$ cat config.mk
export PLATFORM = sky130hd
export DESIGN_NAME = mhbp_mul
export DESIGN_NICKNAME = d
export VERILOG_FILES = /design/src/mhbp_pkg.sv /design/src/mhbp_mul.sv
export SDC_FILE = /design/constraint.sdc
export NUM_CORES = 2
export LEC_CHECK = 0
export BUFFER_PORTS_ARGS = -buffer_cell sky130_fd_sc_hd__buf_4
export CELL_PAD_IN_SITES_DETAIL_PLACEMENT = 0
export CELL_PAD_IN_SITES_GLOBAL_PLACEMENT = 1
export CORE_MARGIN = 2
export CORE_UTILIZATION = 23
export CTS_CLUSTER_SIZE = 20
export DETAILED_ROUTE_END_ITERATION = 7
export HOLD_SLACK_MARGIN = 0.12
export PLACE_DENSITY_LB_ADDON = 0.2
export REMOVE_ABC_BUFFERS = 1
export SLEW_MARGIN = 0
export SYNTH_ARGS = -nofsm -noshare
export SYNTH_HDL_FRONTEND = slang
export SYNTH_SLANG_ARGS = --single-unit
export TNS_END_PERCENT = 1
$ cat constraint.sdc
create_clock -name i_clk -period 8.55 [get_ports i_clk]
set_input_delay 0 -clock i_clk [delete_from_list [all_inputs] [get_ports i_clk]]
set_output_delay 0 -clock i_clk [all_outputs]
set_load 0.05 [all_outputs]
$ cat src/mhbp_pkg.sv
// Shared types, constants and the per-round operation table for the
// mixing-hash block generator. No dependencies.
`default_nettype none

package mhbp_pkg;

    localparam int LANE_COUNT  = 4;
    localparam int LANE_W      = 64;
    localparam int HALF_W      = 32;
    localparam int BLOCK_BYTES = 32;
    localparam int WANT_W      = 6;
    localparam int COUNT_W     = 4;
    localparam int ROUNDS      = 8;

    // Operation slots in one round: byte injection, then three boxes of four steps
    localparam logic [3:0] LAST_OP  = 4'd12;
    // Last partial-product pass of the multiplier
    localparam logic [1:0] MUL_LAST = 2'd2;

    typedef logic [LANE_COUNT-1:0][LANE_W-1:0] t_lanes;

    typedef enum logic [1:0] {
        OP_XIN,
        OP_BOX1,
        OP_BOX2,
        OP_BOX3
    } t_op_kind;

    typedef struct packed {
        t_op_kind    kind;
        logic [1:0]  dst;
        logic [1:0]  src;
        logic [5:0]  shl;
        logic [5:0]  shr;
    } t_op;

    typedef struct packed {
        logic              start;
        logic [LANE_W-1:0] a;
        logic [LANE_W-1:0] b;
    } t_mul_req;

    // Decode one operation slot: destination accumulator, source accumulator, shifts
    function automatic t_op op_entry(input logic [3:0] op);
        t_op e;
        e = '{kind: OP_XIN, dst: 2'd0, src: 2'd0, shl: 6'd0, shr: 6'd0};
        case (op)
            4'd0:  e = '{kind: OP_XIN,  dst: 2'd0, src: 2'd0, shl: 6'd0,  shr: 6'd0};
            4'd1:  e = '{kind: OP_BOX1, dst: 2'd3, src: 2'd0, shl: 6'd32, shr: 6'd32};
            4'd2:  e = '{kind: OP_BOX1, dst: 2'd2, src: 2'd1, shl: 6'd24, shr: 6'd16};
            4'd3:  e = '{kind: OP_BOX1, dst: 2'd1, src: 2'd2, shl: 6'd32, shr: 6'd32};
            4'd4:  e = '{kind: OP_BOX1, dst: 2'd0, src: 2'd3, shl: 6'd16, shr: 6'd24};
            4'd5:  e = '{kind: OP_BOX2, dst: 2'd3, src: 2'd0, shl: 6'd32, shr: 6'd24};
            4'd6:  e = '{kind: OP_BOX2, dst: 2'd2, src: 2'd1, shl: 6'd24, shr: 6'd32};
            4'd7:  e = '{kind: OP_BOX2, dst: 2'd1, src: 2'd2, shl: 6'd32, shr: 6'd24};
            4'd8:  e = '{kind: OP_BOX2, dst: 2'd0, src: 2'd3, shl: 6'd24, shr: 6'd32};
            4'd9:  e = '{kind: OP_BOX3, dst: 2'd0, src: 2'd0, shl: 6'd0,  shr: 6'd0};
            4'd10: e = '{kind: OP_BOX3, dst: 2'd1, src: 2'd0, shl: 6'd0,  shr: 6'd0};
            4'd11: e = '{kind: OP_BOX3, dst: 2'd2, src: 2'd0, shl: 6'd0,  shr: 6'd0};
            4'd12: e = '{kind: OP_BOX3, dst: 2'd3, src: 2'd0, shl: 6'd0,  shr: 6'd0};
            default: e = '{kind: OP_XIN, dst: 2'd0, src: 2'd0, shl: 6'd0, shr: 6'd0};
        endcase
        return e;
    endfunction

endpackage

`default_nettype wire

$ cat src/mhbp_mul.sv
// Iterative 64x64 multiplier, low 64 bits of the product, built on one
// 32x32 multiplier used over three passes. Depends on mhbp_pkg.
`default_nettype none

module mhbp_mul (
    input  wire logic                       i_clk,
    input  wire logic                       i_rst_n,
    input  wire mhbp_pkg::t_mul_req         i_req,
    output logic                            o_done,
    output logic [mhbp_pkg::LANE_W-1:0]     o_prod
);

    logic                            r_busy;
    logic                            r_done;
    logic [1:0]                      r_step;
    logic [mhbp_pkg::LANE_W-1:0]     r_a;
    logic [mhbp_pkg::LANE_W-1:0]     r_b;
    logic [mhbp_pkg::LANE_W-1:0]     r_p;
    logic [mhbp_pkg::HALF_W-1:0]     r_m1;
    logic [mhbp_pkg::HALF_W-1:0]     r_m2;

    logic [mhbp_pkg::HALF_W-1:0]     w_x;
    logic [mhbp_pkg::HALF_W-1:0]     w_y;
    logic [mhbp_pkg::LANE_W-1:0]     w_pp;

    // Select the halves for this pass: lo*lo, lo*hi, hi*lo
    assign w_x  = (r_step == mhbp_pkg::MUL_LAST) ? r_a[63:32] : r_a[31:0];
    assign w_y  = (r_step == 2'd1) ? r_b[63:32] : r_b[31:0];
    assign w_pp = w_x * w_y;

    // Control: step through the passes after a start
    always_ff @(posedge i_clk) begin
        if (!i_rst_n) begin
            r_busy <= 1'b0;
            r_done <= 1'b0;
            r_step <= 2'd0;
        end else begin
            r_done <= r_busy && (r_step == mhbp_pkg::MUL_LAST);
            if (i_req.start) begin
                r_busy <= 1'b1;
                r_step <= 2'd0;
            end else if (r_busy) begin
                r_step <= r_step + 2'd1;
                if (r_step == mhbp_pkg::MUL_LAST) begin
                    r_busy <= 1'b0;
                end
            end
        end
    end

    // Operands and partial products
    always_ff @(posedge i_clk) begin
        if (i_req.start) begin
            r_a <= i_req.a;
            r_b <= i_req.b;
        end else if (r_busy) begin
            case (r_step)
                2'd0:    r_p  <= w_pp;
                2'd1:    r_m1 <= w_pp[31:0];
                default: r_m2 <= w_pp[31:0];
            endcase
        end
    end

    // Fold the cross terms into the upper half
    assign o_done = r_done;
    assign o_prod = {r_p[63:32] + r_m1 + r_m2, r_p[31:0]};

`ifndef SYNTHESIS
    a_no_start_busy: assert property (@(posedge i_clk) disable iff (!i_rst_n)
        i_req.start |-> !r_busy)
        else $error("multiplier started while busy");
    a_done_follows: assert property (@(posedge i_clk) disable iff (!i_rst_n)
        r_busy && (r_step == mhbp_pkg::MUL_LAST) |=> r_done)
        else $error("multiplier failed to signal completion");
    a_done_idle: assert property (@(posedge i_clk) disable iff (!i_rst_n)
        r_done |-> !r_busy)
        else $error("multiplier done while still busy");
`endif

endmodule

`default_nettype wire

After elaboration in Yosys (flattened, before gate mapping) --
Index checks and enable logic that the tools add are counted.
Operators by class: equality and inequality tests 2, mux-type cells 5, add/sub/neg operators 3, bitwise operators 3, reductions and logical operators 7, $mul 1
Operators by type and width (count):
- 32-bit adder | 2
- 32-bit by 32-bit multiplier with 64-bit output | 1
- 32-bit 2-to-1 mux | 2
- 3-bit AND reduction | 3
- 2-bit OR reduction | 2
- 1-bit 2-to-1 mux | 3
- 1-bit NOT | 3
- 2-bit by 1-bit adder with 2-bit output, second input constant | 1
- 2-bit by 1-bit == test with 1-bit output, second input constant | 1
- 2-bit == test, second input constant | 1
- 2-bit logical NOT | 1
- 1-bit logical AND | 1
Word-level totals: logic and storage cells 29, output and inout port bits 65, bits in registers 260

Longest topological paths before layout --
depth after elaboration 4, mapped depth 34, mapped depth without buffers 30

Worst setup path after synthesis --
Ideal clock, no wire load.
kind reg2reg, from register r_step[0], to register r_p[61] in the netlist's numbering, data pin, path buffers 5, cell stages (with the launch flop) 33, required time 8.388 ns, setup slack -0.022 ns, clock period less this slack 8.572 ns, arrival time 8.410 ns, library setup time 0.162 ns, cell sequence dfxtp_1 inv_1 ha_1 clkbuf_1 clkbuf_1 buf_1 mux2i_1 clkbuf_1 nor2_1 fa_1 fa_1 fa_1 inv_1 fa_1 inv_1 fa_1 inv_1 fa_1 inv_1 fa_1 fa_1 ha_1 clkbuf_1 a21oi_1 o21ai_0 a21oi_1 o211ai_1 a21oi_2 o31ai_4 a21oi_2 o21ai_1 or4_1 o2111ai_1
Between the ends: longest elaborated chain between the ends 3
RTL lines:
- start, declared | RTL line mhbp_mul.sv:15 | logic [1:0] r_step;
- start signal, assigned | RTL line mhbp_mul.sv:43 | r_step <= r_step + 2'd1;
- 2-bit == test or 2-bit by 1-bit == test with 1-bit output (tied branches) | RTL line mhbp_mul.sv:27, mhbp_mul.sv:28
- 32-bit 2-to-1 mux (on tied branches) | RTL line mhbp_mul.sv:27, mhbp_mul.sv:28
- 32-bit by 32-bit multiplier with 64-bit output * | RTL line mhbp_mul.sv:29 | assign w_pp = w_x * w_y;
- via w_pp (one bit) | RTL line mhbp_mul.sv:24 | logic [mhbp_pkg::LANE_W-1:0] w_pp;
- end signal, assigned | RTL line mhbp_mul.sv:58 | 2'd0: r_p <= w_pp;
- end, declared | RTL line mhbp_mul.sv:18 | logic [mhbp_pkg::LANE_W-1:0] r_p;
Mark *: on every way through the listed nets, which the timed path passes. The rest lies on a longest branch. A chain may end at the register's enable or synchronous reset.

Worst setup path in the final report --
Same ends and word-level chain as after synthesis.

==> flow_summary.ini <==
[placement]
place_congestion = 0.866
place_ws_ns = -0.00604
dp.final_hpwl_um = 144000
numPortBuffers = 195

[yosys]
synth_edf_count = 256
ys_warn_count = 0
yosysSeqAreaShare = 0.181
synth_area_per_cell_um2 = 10.1
ys.flop_type = edfxtp_1
yosysTopAreaCell = fa_1
synth_area_leaders = fa_1 43%, edfxtp_1 18%, ha_1 8.6%
yosysTopAreaCellShare = 0.432
synthArstFlopShare = 0
ys_types = 67
syn_inst = 4279
synth-seq-cells = 260
synth_area_um2 = 43000

[sta]
worst_pin_slew_ns = 0.976
fin_crit_sh = 0.965
skew_ns = 0.0493
min_period_ns = 8.25
setup-violations-final = 0
relSlewSlack = 0.349
layout_setup_ws_ns = 0.296
rsz0062_at_grt = true
fmax_ghz = 0.121
finalMaxSlewViolations = 0
hold_viol = 0

[critical_path]
worstPathArrival_ns = 8.68
cpPeakStageDelay_ns = 0.59
setup.worst_path.start_class = flip-flop
critical_path.slowest_cell = fa_1
r2r-start = r_step[0]$_SDFFE_PP0P_
endpoint_kind = flip-flop
cp_common_cell = fa_1
rr_worst_depth = 31
path_class = flip-flop to flip-flop
path_max_fanout = 10
reg2reg_to = r_p[61]$_DFFE_PP_
required_ns = 8.97
r2r_slack_ns = 0.30

[worst_hold_path]
hold_depth = 2
hold_path_class = primary input to flip-flop
min_to = r_b[13]$_DFFE_PP_
hold_start = i_req[13]

[global_routing]
grt.total_usage = 0.177
antenna_found_initial = 7
grt_pass1_wl_um = 244000
grt_pass1_vias = 34700
grt_overflow = 0
grt_max_degree = 65

[routing]
vias = 31800
via_per_inst = 4.31
totalWireLength_um = 168000
drt-pass1-iter-count = 6
initialDrtViolationCount = 1786
wl_per_cell_um = 22.8
drc = 0
ant_nets = 0

[final_layout]
layout-drive-gt1-share = 0.154
diodes = 0
synthToLayoutAreaGrowth_pct = 26.3
n_fill_cell = 19600
nNetsFinal = 6241
final_common_cell = fa_1
mostFrequentLayoutCells = 927 x fa_1, 877 x inv_1, 661 x nor2_1

[die]
fp-row-count = 158
start_util = 0.232
die_w_um = 437
die_h_um = 437
io_pins = 196
dieArea_um2 = 191000
core_um2 = 186000

[cts]
numCtsBuffers = 35
cts-root-buf = clkbuf_16
clkLatencyLatePin_ns = 0.63
clockBufferDepth = 3
clk_pin_slew_worst_paths_ns = 0.06
cts_tree = yes
h-tree-depth = 2
cts_sinks = 260

[flow_run]
drv_cap = 0

[outcome]
status = finished clean
## cell families after synthesis
family,count (synthesis),synth area share
mux,129,0.0319
flops,260,0.181
compound gates,278,0.0432
fa+ha+maj,1224,0.518
buf+inv,1089,0.0979
simple gates,1209,0.110
xor+xnor,90,0.0183
## routing by layer
metal / track usage / wire length (um)
met5: 0 / 0
met4: 0.0417 / 4380
met3: 0.0155 / 5940
met2: 0.307 / 83800
met1: 0.237 / 74300
## metrics by stage
step / setup TNS, ns / area, um^2 / util / cells / hold WS (ns)
floorplan: -68.29 / 42100 / - / 4068 / 0.0989
global placement: 0 / 50000 / 0.270 / 7052 / 0.178
detailed placement: -0.00877 / 50000 / 0.270 / 7052 / 0.179
CTS: 0 / 53900 / 0.290 / 7372 / 0.129
global route: -0.141 / 54400 / 0.293 / 7391 / 0.161
finish: 0 / 54400 / 0.293 / 7391 / 0.161
## repair_timing
action	CTS	global route
cloned	0	2
hold endpoints to repair	167	0
resized for setup	8	68
buffers inserted	8	17
hold buffers	250	0
setup endpoints to repair	4	27
pin swaps	2	9
## synth_stat cells (all sizes together) (3+ instances only)
master / number
fa: 928
inv: 878
nor2: 662
nand2: 458
ha: 296
edfxtp: 256
clkbuf: 165
a21oi: 101
mux2i: 65
mux2: 64
xnor2: 63
o21ai: 55
buf: 46
a21o: 41
xor2: 27
nand3: 19
nand4: 17
o21bai: 13
a31oi: 11
nand2b: 9
nor2b: 9
nor3: 9
o21a: 9
o211ai: 8
and3: 6
o31ai: 6
a211oi: 5
and2: 5
and4: 4
dfxtp: 4
o221a: 4
a21boi: 3
a41oi: 3
o31a: 3
or3: 3
## worst max-delay path by stage
stage                                start                 to  slack (ns)  cells after the start
finish              r_step[0]$_SDFFE_PP0P_  r_p[61]$_DFFE_PP_        0.30                     31
global route        r_step[1]$_SDFFE_PP0P_  r_p[61]$_DFFE_PP_       -0.06                     33
CTS                 r_step[1]$_SDFFE_PP0P_  r_p[61]$_DFFE_PP_       0.003                     30
detailed placement  r_step[1]$_SDFFE_PP0P_  r_p[63]$_DFFE_PP_      -0.006                     30
global placement    r_step[1]$_SDFFE_PP0P_  r_p[61]$_DFFE_PP_        0.02                     30
floorplan           r_step[1]$_SDFFE_PP0P_  r_p[61]$_DFFE_PP_       -1.53                     27
## flip-flops by register name, indices dropped and copies added, names as in the netlist
name / cells
o_done: 1
r_p: 64
r_busy: 1
r_b: 64
r_m1: 32
r_step: 2
r_a: 64
r_m2: 32
## layout make-up
cell class	count	area (um^2)	share of cell area
Multi-Input combinational cell	2930	31600	0.582
Sequential cell	260	7770	0.143
Timing Repair Buffer	781	7350	0.135
Inverter	878	3300	0.0606
Tap cell	2480	3100	0.0571
Clock buffer	39	891	0.0164
Clock inverter	23	315	0.00580
## worst max-delay path: cells and delay by family (launching register included)
family          cells  cell delay (ns)
simple gates        3             0.60
compound gates      8             1.00
flops               1             0.34
fa+ha+maj          10             4.61
buf+inv             9             1.18
mux                 1             0.27
Power is left out: the tool's default activity adds up to more than one toggle a clock period on the data nets, which glitch-free logic cannot reach.
